$ cat config.mk
export PLATFORM = sky130hd
export DESIGN_NAME = spa_cell
export DESIGN_NICKNAME = d
export VERILOG_FILES = /design/src/rtl/spa_pkg.sv /design/src/rtl/spa_cell.sv
export SDC_FILE = /design/constraint.sdc
export NUM_CORES = 1
export LEC_CHECK = 0
export BUFFER_PORTS_ARGS = -buffer_cell sky130_fd_sc_hd__buf_2
export CAP_MARGIN = 30
export CORE_UTILIZATION = 45
export DETAILED_ROUTE_END_ITERATION = 10
export MAX_ROUTING_LAYER = met4
export PLACE_DENSITY = 0.69
export SLEW_MARGIN = 10
export SYNTH_ARGS = -nofsm -noshare
export SYNTH_HDL_FRONTEND = slang
export SYNTH_SLANG_ARGS = --single-unit
$ cat constraint.sdc
create_clock -name clk -period 2.9 [get_ports clk]
set_input_delay 0.29 -clock clk [delete_from_list [all_inputs] [get_ports clk]]
set_output_delay 0.29 -clock clk [all_outputs]
set_load 0.03 [all_outputs]
$ cat src/rtl/spa_pkg.sv
`timescale 1ns / 1ps
// Shared palette allocator: common types and codes.
// No dependencies; imported by spa_cell and shared_palette_allocator_core.
package spa_pkg;

	localparam int COLOR_W = 16;
	localparam int REFCNT_W = 8;
	localparam int IDX_W = 4;
	localparam int STATUS_W = 2;

	localparam logic [REFCNT_W-1:0] REFCNT_MAX = '1;

	localparam logic [STATUS_W-1:0] ST_REUSED = 2'd0;
	localparam logic [STATUS_W-1:0] ST_FILLED = 2'd1;
	localparam logic [STATUS_W-1:0] ST_NONE = 2'd2;
	localparam logic [STATUS_W-1:0] ST_TOO_MANY = 2'd3;

	localparam logic ACT_COLOR = 1'b0;
	localparam logic ACT_RELEASE = 1'b1;

	typedef logic [COLOR_W-1:0] color_t;

	typedef struct packed {
		logic col_we;
		logic restart;
		color_t color;
		logic inc;
		logic dec;
		logic fill;
	} cell_ctrl_t;

	typedef struct packed {
		logic zero_seen;
		logic found;
	} chain_t;

endpackage

$ cat src/rtl/spa_cell.sv
`timescale 1ns / 1ps
// One palette cell: colors, reference count, running match flag, scan chain link.
// Depends on spa_pkg.
module spa_cell #(
	parameter int COLORS = 15,
	parameter int CW = 4,
	parameter int IW = 4
) (
	input  logic                clk,
	input  logic                arst_n,
	input  spa_pkg::cell_ctrl_t ctrl,
	input  logic [IW-1:0]       rd_idx,
	input  spa_pkg::color_t     stage [COLORS],
	input  logic [CW-1:0]       fill_n,
	input  spa_pkg::chain_t     chain_in,
	output spa_pkg::chain_t     chain_out,
	output logic                hit,
	output logic                is_free
);
	import spa_pkg::*;

	color_t colors_q [COLORS];
	logic [REFCNT_W-1:0] cnt_q;
	logic match_q;
	logic cnt_zero;
	logic eq;

	assign cnt_zero = (cnt_q == '0);
	assign eq = (colors_q[rd_idx] == ctrl.color);
	assign is_free = cnt_zero && !chain_in.zero_seen;
	assign hit = match_q && !is_free && !chain_in.found;
	assign chain_out.zero_seen = chain_in.zero_seen || cnt_zero;
	assign chain_out.found = chain_in.found || hit;

	always_ff @(posedge clk or negedge arst_n) begin
		if (!arst_n) begin
			for (int i = 0; i < COLORS; i++) begin
				colors_q[i] <= '0;
			end
		end else if (ctrl.fill) begin
			for (int i = 0; i < COLORS; i++) begin
				if (i < int'(fill_n)) begin
					colors_q[i] <= stage[i];
				end
			end
		end
	end

	always_ff @(posedge clk or negedge arst_n) begin
		if (!arst_n) begin
			cnt_q <= '0;
			match_q <= 1'b0;
		end else begin
			if (ctrl.col_we) begin
				match_q <= (ctrl.restart || match_q) && eq;
			end
			if (ctrl.inc && cnt_q != REFCNT_MAX) begin
				cnt_q <= cnt_q + 1'b1;
			end else if (ctrl.dec && !cnt_zero) begin
				cnt_q <= cnt_q - 1'b1;
			end
		end
	end

endmodule
Word-level counts from Yosys, hierarchy flattened
Cells that the tools add are included.

Add/subtract/negate cells: 2. $lt $le $gt $ge: 16. Reduce and logical (&&, ||, !) cells: 30. Bitwise operators: 1. Eq/ne operators: 2. Mux-type cells: 5.

Operator list (number): binary-select mux 16 bit (select 4 bit) (1); 2-to-1 mux 16 bit (2); AND reduction 2 bit (15); < comparator 4 bit, first input constant (7); equality test 16 bit (1); < comparator 3 x 4 -> 1 bit, first input constant (4); 2-to-1 mux 8 bit (2); adder 8 x 1 -> 8 bit, second input constant (1); zero test 8 bit (1); < comparator 1 x 4 -> 1 bit, first input constant (2); < comparator 2 x 4 -> 1 bit, first input constant (2); != test 8 bit, second input constant (1); subtractor 8 x 1 -> 8 bit, second input constant (1); logical AND 1 bit (6); greater-or-equal comparator 5 bit, second input constant (1); inverter 4 -> 5 bit (1); zero test 1 bit (4); logical OR 1 bit (3); nonzero test 2 bit (1).

Register bits after elaboration: 249. Logic and storage cells: 73.

Depth between registers and ports, before layout
Gate-level depths: netlist of run 1.

Depth in word-level cells: 6. Depth in mapped cells: 11. Mapped depth without buffers: 11.

Least setup slack after synthesis of run 1
No wires, ideal clock.

Kind: flip-flop to flip-flop. Start point: reg cnt_q[2]. End point: reg cnt_q[7]. Path buffers: 0. Slack: 313 ps. Arrival time: 2493 ps. Cell stages (with the launch flop): 11. Data required time: 2806 ps. Cell sequence: dfrtp_1 nand4_1 o21ai_1 ha_1 a21oi_1 nand2_1 a21o_1 a21o_1 a31oi_1 mux2i_1 a211oi_1.

Cells in the longest elaborated chain, start to end: 4. Elaborated cells on any way between the ends: 10. Those cells by class: add/sub (2); eq/ne (1); mux (2); reduce/logical (5).

Ends and longest elaborated chain: start, declared (RTL line spa_cell.sv:23) `logic [REFCNT_W-1:0] cnt_q;`; start signal, assigned (RTL line spa_cell.sv:58) `cnt_q <= cnt_q + 1'b1;`; start signal, assigned (RTL line spa_cell.sv:60) `cnt_q <= cnt_q - 1'b1;`; parallel branches: the longest is 4 deep, another holds subtractor 8 x 1 -> 8 bit.

Several ways; the timed one is not identified. The select of a mux whose other input is x is not followed. A chain may end at the register's enable or synchronous reset.

Worst setup path in the final report of run 1
Same ends and word-level chain as after synthesis.

==> qor.yml, run 1 <==
r2r-end: "cnt_q[7]$_DFFE_PN0P_"
synth_nets: 1092
finalSetupViolCount: 0
max_freq_mhz: 391
worstHoldEndpoint: "colors_q[55]$_DFFE_PN0P_"
dr.pass1.iters: 4
root_buffer: "clkbuf_16"
fin_skew_ns: 0.0142
hold_ws_ns: 0.0155
min_period_over_period_pct: 88.3
avgSynthCellArea_um2: 14.6
layout_commonest_cell: "buf_2"
required_ns: 3.34
core_um2: 26000
clk_latency_ns: 0.55
drive_gt1_share_pct: 49.6
status: "finished, final reports clean"
worstHoldPathType: "in -> reg"
tns_ns: 0
r2r_cells: 10
clk_pin_slew_ns: 0.07
ys_ff_latch: 249
routed_wl_um: 37700
finalWeightedCongestion: 0.827
synth_seq_area_share_pct: 52.5
placed_area_um2: 13800
post-cts-setup-buffers: 0
tightest_slew_ns: 0.822
antenna_found_initial: 11
finalNonFillerCells: 1697
avgViaCountPerCell: 5.35
start_util_pct: 45.7
area_growth_pct: 43.8
clockBufferDepth: 3
cts_made_buffers: 27
grt_overflow: 0
die_w_um: 164
mostFrequentLayoutCells: "274 x buf_2, 261 x mux2_2, 249 x dfrtp_1"
layout.nets: 1610
async_reset_ff_share_pct: 100
grt_pass1_vias: 9912
cp-start-kind: "flop"
syn_area_um2: 11900
hpwl_um: 24300
path_max_fanout: 7
pin_count: 277
synth_ff_type: "dfrtp_1"
drc: 0
fin_area_um2: 17100
numClockSinks: 249
cts_tree: "yes"
ir_worst_vdd_uv: 481
p_leak_nw: 7.60
layout.core_utilization_pct: 65.7
ant_nets: 0
hold_viol: 0
grt_pass1_wl_um: 56600
hold_depth: 2
synth.distinct_cells: 45
path_class: "reg -> reg"
grt_max_degree: 93
slew_violations: 0
drv_cap: 0
io_buffers: 276
cp_data_arrival_time_ns: 3.00
grt_use_total_pct: 29.0
num_vias: 9085
wire_per_inst_um: 22.2
synthCells: 811
die-area_um2: 27000
dp_cells: 1411
htreeDepth: 1
r2r-start: "cnt_q[2]$_DFFE_PN0P_"
powerDensity_nw_per_um2: 615
slew-limit-headroom_pct: 45.1
end_kind: "flop"
rsz0062_at_grt: "no"
die_h_um: 164
worstHoldStart: "stage[55]"
synth_warnings: 0
drtIter0Drc: 502
period_minus_slack_ns: 2.56
synth-edff-count: 0
placementRows: 59
ff2ff_setup_slack_ns: 0.34
fillers: 1867
## what timing repair did
item | 4_1_cts | 5_1_grt
resized for setup | 0 | 1
hold endpoints to repair | 307 | 1
hold buffers | 223 | 1
endpoints found under the setup margin | 0 | 1
## logic make-up (layout without fill, tap and decap cells)
kind of cell | count (synthesis) | count (layout) | share of synthesized area [%]
AOI/OAI and AO/OA | 60 | 60 | 3.38
xor gates and xnor gates | 48 | 48 | 3.54
adders and majority gates | 8 | 8 | 0.906
buffers and inverters | 46 | 585 | 1.87
DFF | 249 | 249 | 52.5
muxes | 326 | 326 | 34.4
other | 0 | 12 | 0
and+or+nand+nor | 74 | 74 | 3.39
## synthesized netlist by cell type (all sizes together) (10+ instances only)
cell type  number  area share (%)
xnor2          21             1.5
clkbuf         19            0.60
or2            10            0.53
dfrtp         249              52
mux4           38             7.4
o21ai          10            0.42
xor2           27             2.0
mux2          261              25
nand2          19            0.60
a31oi          12            0.63
buf            24             1.2
mux2i          27             2.3
## report_power, final
group,total (W),internal (W),switching (W)
clock network,0.00365,0.00219,0.00147
registers,0.00446,0.00410,0.000367
logic,0.00237,0.00139,0.000988
## sequential cells by signal, indices dropped and copies added, names as in the netlist
name / cells
cnt_q: 8
colors_q: 240
match_q: 1
## metal layers
layer	up-vias	wire (um)	track usage, %
met1	4593	15500	35.3
li1	4047	-	-
met4	0	1470	11.6
met3	96	1880	4.07
met5	-	0	-
met2	349	18800	48.9
## metrics by stage
| stage | total power [W] | setup slack [ns] |
|---|---|---|
| after floorplan | 0.00584 | 0.313 |
| after global placement | 0.00655 | 0.361 |
| after detailed placement | 0.00662 | 0.205 |
| after CTS | 0.0105 | 0.210 |
| after global routing | 0.0110 | 0.122 |
| final | 0.0105 | 0.340 |
## critical path, stage by stage (launching register included)
cell      delay (ns)
dfrtp_1         0.43
nand4_1         0.15
o21ai_2         0.31
ha_1            0.32
a21oi_1         0.13
nand2_1         0.09
a21o_1          0.18
a21o_1          0.20
a31oi_1         0.29
mux2i_1         0.12
a211oi_1        0.26
## worst max path at each step
stage / start / endpoint / slack [ns] / cells past startpoint
final: cnt_q[2]$_DFFE_PN0P_ / cnt_q[7]$_DFFE_PN0P_ / 0.34 / 10
after global routing: cnt_q[2]$_DFFE_PN0P_ / cnt_q[7]$_DFFE_PN0P_ / 0.12 / 10
after floorplan: cnt_q[2]$_DFFE_PN0P_ / cnt_q[7]$_DFFE_PN0P_ / 0.31 / 10
after CTS: cnt_q[2]$_DFFE_PN0P_ / cnt_q[7]$_DFFE_PN0P_ / 0.21 / 10
after global placement: rd_idx[0] / match_q$_DFFE_PN0P_ / 0.36 / 8
after detailed placement: cnt_q[2]$_DFFE_PN0P_ / cnt_q[7]$_DFFE_PN0P_ / 0.21 / 10
## area by class of cell
class	count	area (um^2)	area share, %
well taps	335	419	2.46
flip-flops and latches	249	6230	36.5
clock buffers	39	801	4.69
inverters	3	11.3	0.0660
repair buffers	532	3950	23.2
multi-input cells	516	5480	32.1
clock inverters	11	145	0.850
diodes	12	30.0	0.176
(Power assumes the default switching activity.)
==> inputs of run 2 (changes only) <==
--- a/config.mk
+++ b/config.mk
@@ -5,7 +5,7 @@
 export SDC_FILE = /design/constraint.sdc
 export NUM_CORES = 1
 export LEC_CHECK = 0
-export BUFFER_PORTS_ARGS = -buffer_cell sky130_fd_sc_hd__buf_2
+export BUFFER_PORTS_ARGS = -buffer_cell sky130_fd_sc_hd__buf_4
 export CAP_MARGIN = 30
 export CORE_UTILIZATION = 45
 export DETAILED_ROUTE_END_ITERATION = 10
==> run 2 against run 1 <==
Net effect:
- count of clock-buffer cells in the layout down 2
- non-clock buffer count up 9
- clock skew down 0.0036 ns
- utilization up 2.4 points
- flip-flop and latch count unchanged
- sequential share of layout area down 1.3 points
- highest routed layer unchanged
==> qor.yml, run 2 (synthesized netlist as in run 1, its figures left out) <==
ir_worst_vdd_uv: 551
grt_max_degree: 82
cts_made_buffers: 27
die_h_um: 164
required_ns: 3.34
p_leak_nw: 7.80
cp_data_arrival_time_ns: 3.03
drtIter0Drc: 452
placementRows: 59
rsz0062_at_grt: "no"
hpwl_um: 24900
antenna_found_initial: 2
slew_violations: 0
drv_cap: 0
top_register: "colors_q"
cts_resized: 0
powerDensity_nw_per_um2: 585
layout.nets: 1619
die_w_um: 164
grt_overflow: 0
grt_pass1_vias: 9830
grt_use_total_pct: 28.8
area_growth_pct: 49.0
fin_skew_ns: 0.0106
min_period_over_period_pct: 89.4
clockBufferDepth: 3
grt_pass1_wl_um: 56200
numClockSinks: 249
cp-start-kind: "flop"
slew-limit-headroom_pct: 44.6
drc: 0
period_minus_slack_ns: 2.59
avgViaCountPerCell: 5.30
end_kind: "flop"
hold_viol: 0
tightest_slew_ns: 0.829
max_freq_mhz: 386
cts_tree: "yes"
finalSetupViolCount: 0
mostFrequentLayoutCells: "307 x buf_4, 261 x mux2_2, 249 x dfrtp_1"
root_buffer: "clkbuf_16"
finalWeightedCongestion: 0.810
routed_wl_um: 37000
io_buffers: 276
dr.pass1.iters: 5
layout_commonest_cell: "buf_4"
ant_nets: 0
drive_gt1_share_pct: 49.2
path_max_fanout: 5
hold_ws_ns: 0.0124
top_regs: "colors_q (240), cnt_q (8), match_q (1)"
num_vias: 8981
wire_per_inst_um: 21.9
clk_latency_ns: 0.54
clk_pin_slew_ns: 0.06
largest_reg_flops: 240
fillers: 1794
start_util_pct: 45.7
worstHoldPathType: "in -> reg"
htreeDepth: 1
status: "finished, final reports clean"
tns_ns: 0
pin_count: 277
core_um2: 26000
die-area_um2: 27000
path_class: "reg -> reg"
==> run 2: what timing repair did <==
item / 4_1_cts / 5_1_grt
hold buffers: 227 / 3
buffers inserted: 0 / 0
hold endpoints to repair: 300 / 3
==> run 2: power breakdown <==
part / leakage [nW] / internal, W / total [W] / switching, W
clock: 0.410 / 0.00200 / 0.00343 / 0.00143
combinational: 4.46 / 0.00149 / 0.00246 / 0.000974
sequential: 2.94 / 0.00410 / 0.00446 / 0.000368
==> run 2: worst paths after layout <==
path / to / cells past startpoint / start / slack, ns
worst max-delay path: cnt_q[7]$_DFFE_PN0P_ / 10 / cnt_q[2]$_DFFE_PN0P_ / 0.31
worst min-delay path: colors_q[126]$_DFFE_PN0P_ / 2 / stage[126] / 0.01
worst max register to register: cnt_q[7]$_DFFE_PN0P_ / 10 / cnt_q[2]$_DFFE_PN0P_ / 0.31
worst min register to register: colors_q[176]$_DFFE_PN0P_ / 1 / colors_q[176]$_DFFE_PN0P_ / 0.50
max in group asynchronous: colors_q[84]$_DFFE_PN0P_ / 3 / arst_n / 1.76
min in group asynchronous: colors_q[2]$_DFFE_PN0P_ / 2 / arst_n / 0.36
==> run 2: worst max-delay path: stages (launching register included) <==
cell      delay, ns
dfrtp_1        0.43
nand4_1        0.12
o21ai_1        0.35
ha_1           0.33
a21oi_1        0.14
nand2_1        0.11
a21o_1         0.19
a21o_1         0.19
a31oi_1        0.29
mux2i_1        0.12
a211oi_1       0.25
==> run 2: layer usage <==
layer / up-vias / GRT usage (%) / share of wire, %
li1: 4081 / - / -
met1: 4476 / 36.2 / 41
met2: 348 / 47.8 / 49
met3: 76 / 4.80 / 6.0
met4: 0 / 9.17 / 3.3
met5: - / - / 0
==> run 2: metrics by stage <==
stage / instance area (um^2) / utilization [%] / std cells / power (W) / worst slack (ns)
2_1_floorplan: 11900 / - / 811 / 0.00584 / 0.313
3_3_place_gp: 14500 / 55.8 / 1413 / 0.00665 / 0.309
3_5_place_dp: 14500 / 55.8 / 1414 / 0.00671 / 0.289
4_1_cts: 17700 / 68.0 / 1689 / 0.0104 / 0.319
5_1_grt: 17700 / 68.1 / 1694 / 0.0108 / 0.0449
6_report: 17700 / 68.1 / 1694 / 0.0104 / 0.307
==> run 2: final cells by class <==
type / count / area [um^2] / area share (%)
clock inverters: 11 / 128 / 0.721
clock buffers: 37 / 753 / 4.26
multi-input cells: 516 / 5470 / 30.9
inverters: 3 / 11.3 / 0.0636
flip-flops and latches: 249 / 6230 / 35.2
diodes: 2 / 5.00 / 0.0283
repair buffers: 541 / 4670 / 26.4
well taps: 335 / 419 / 2.37
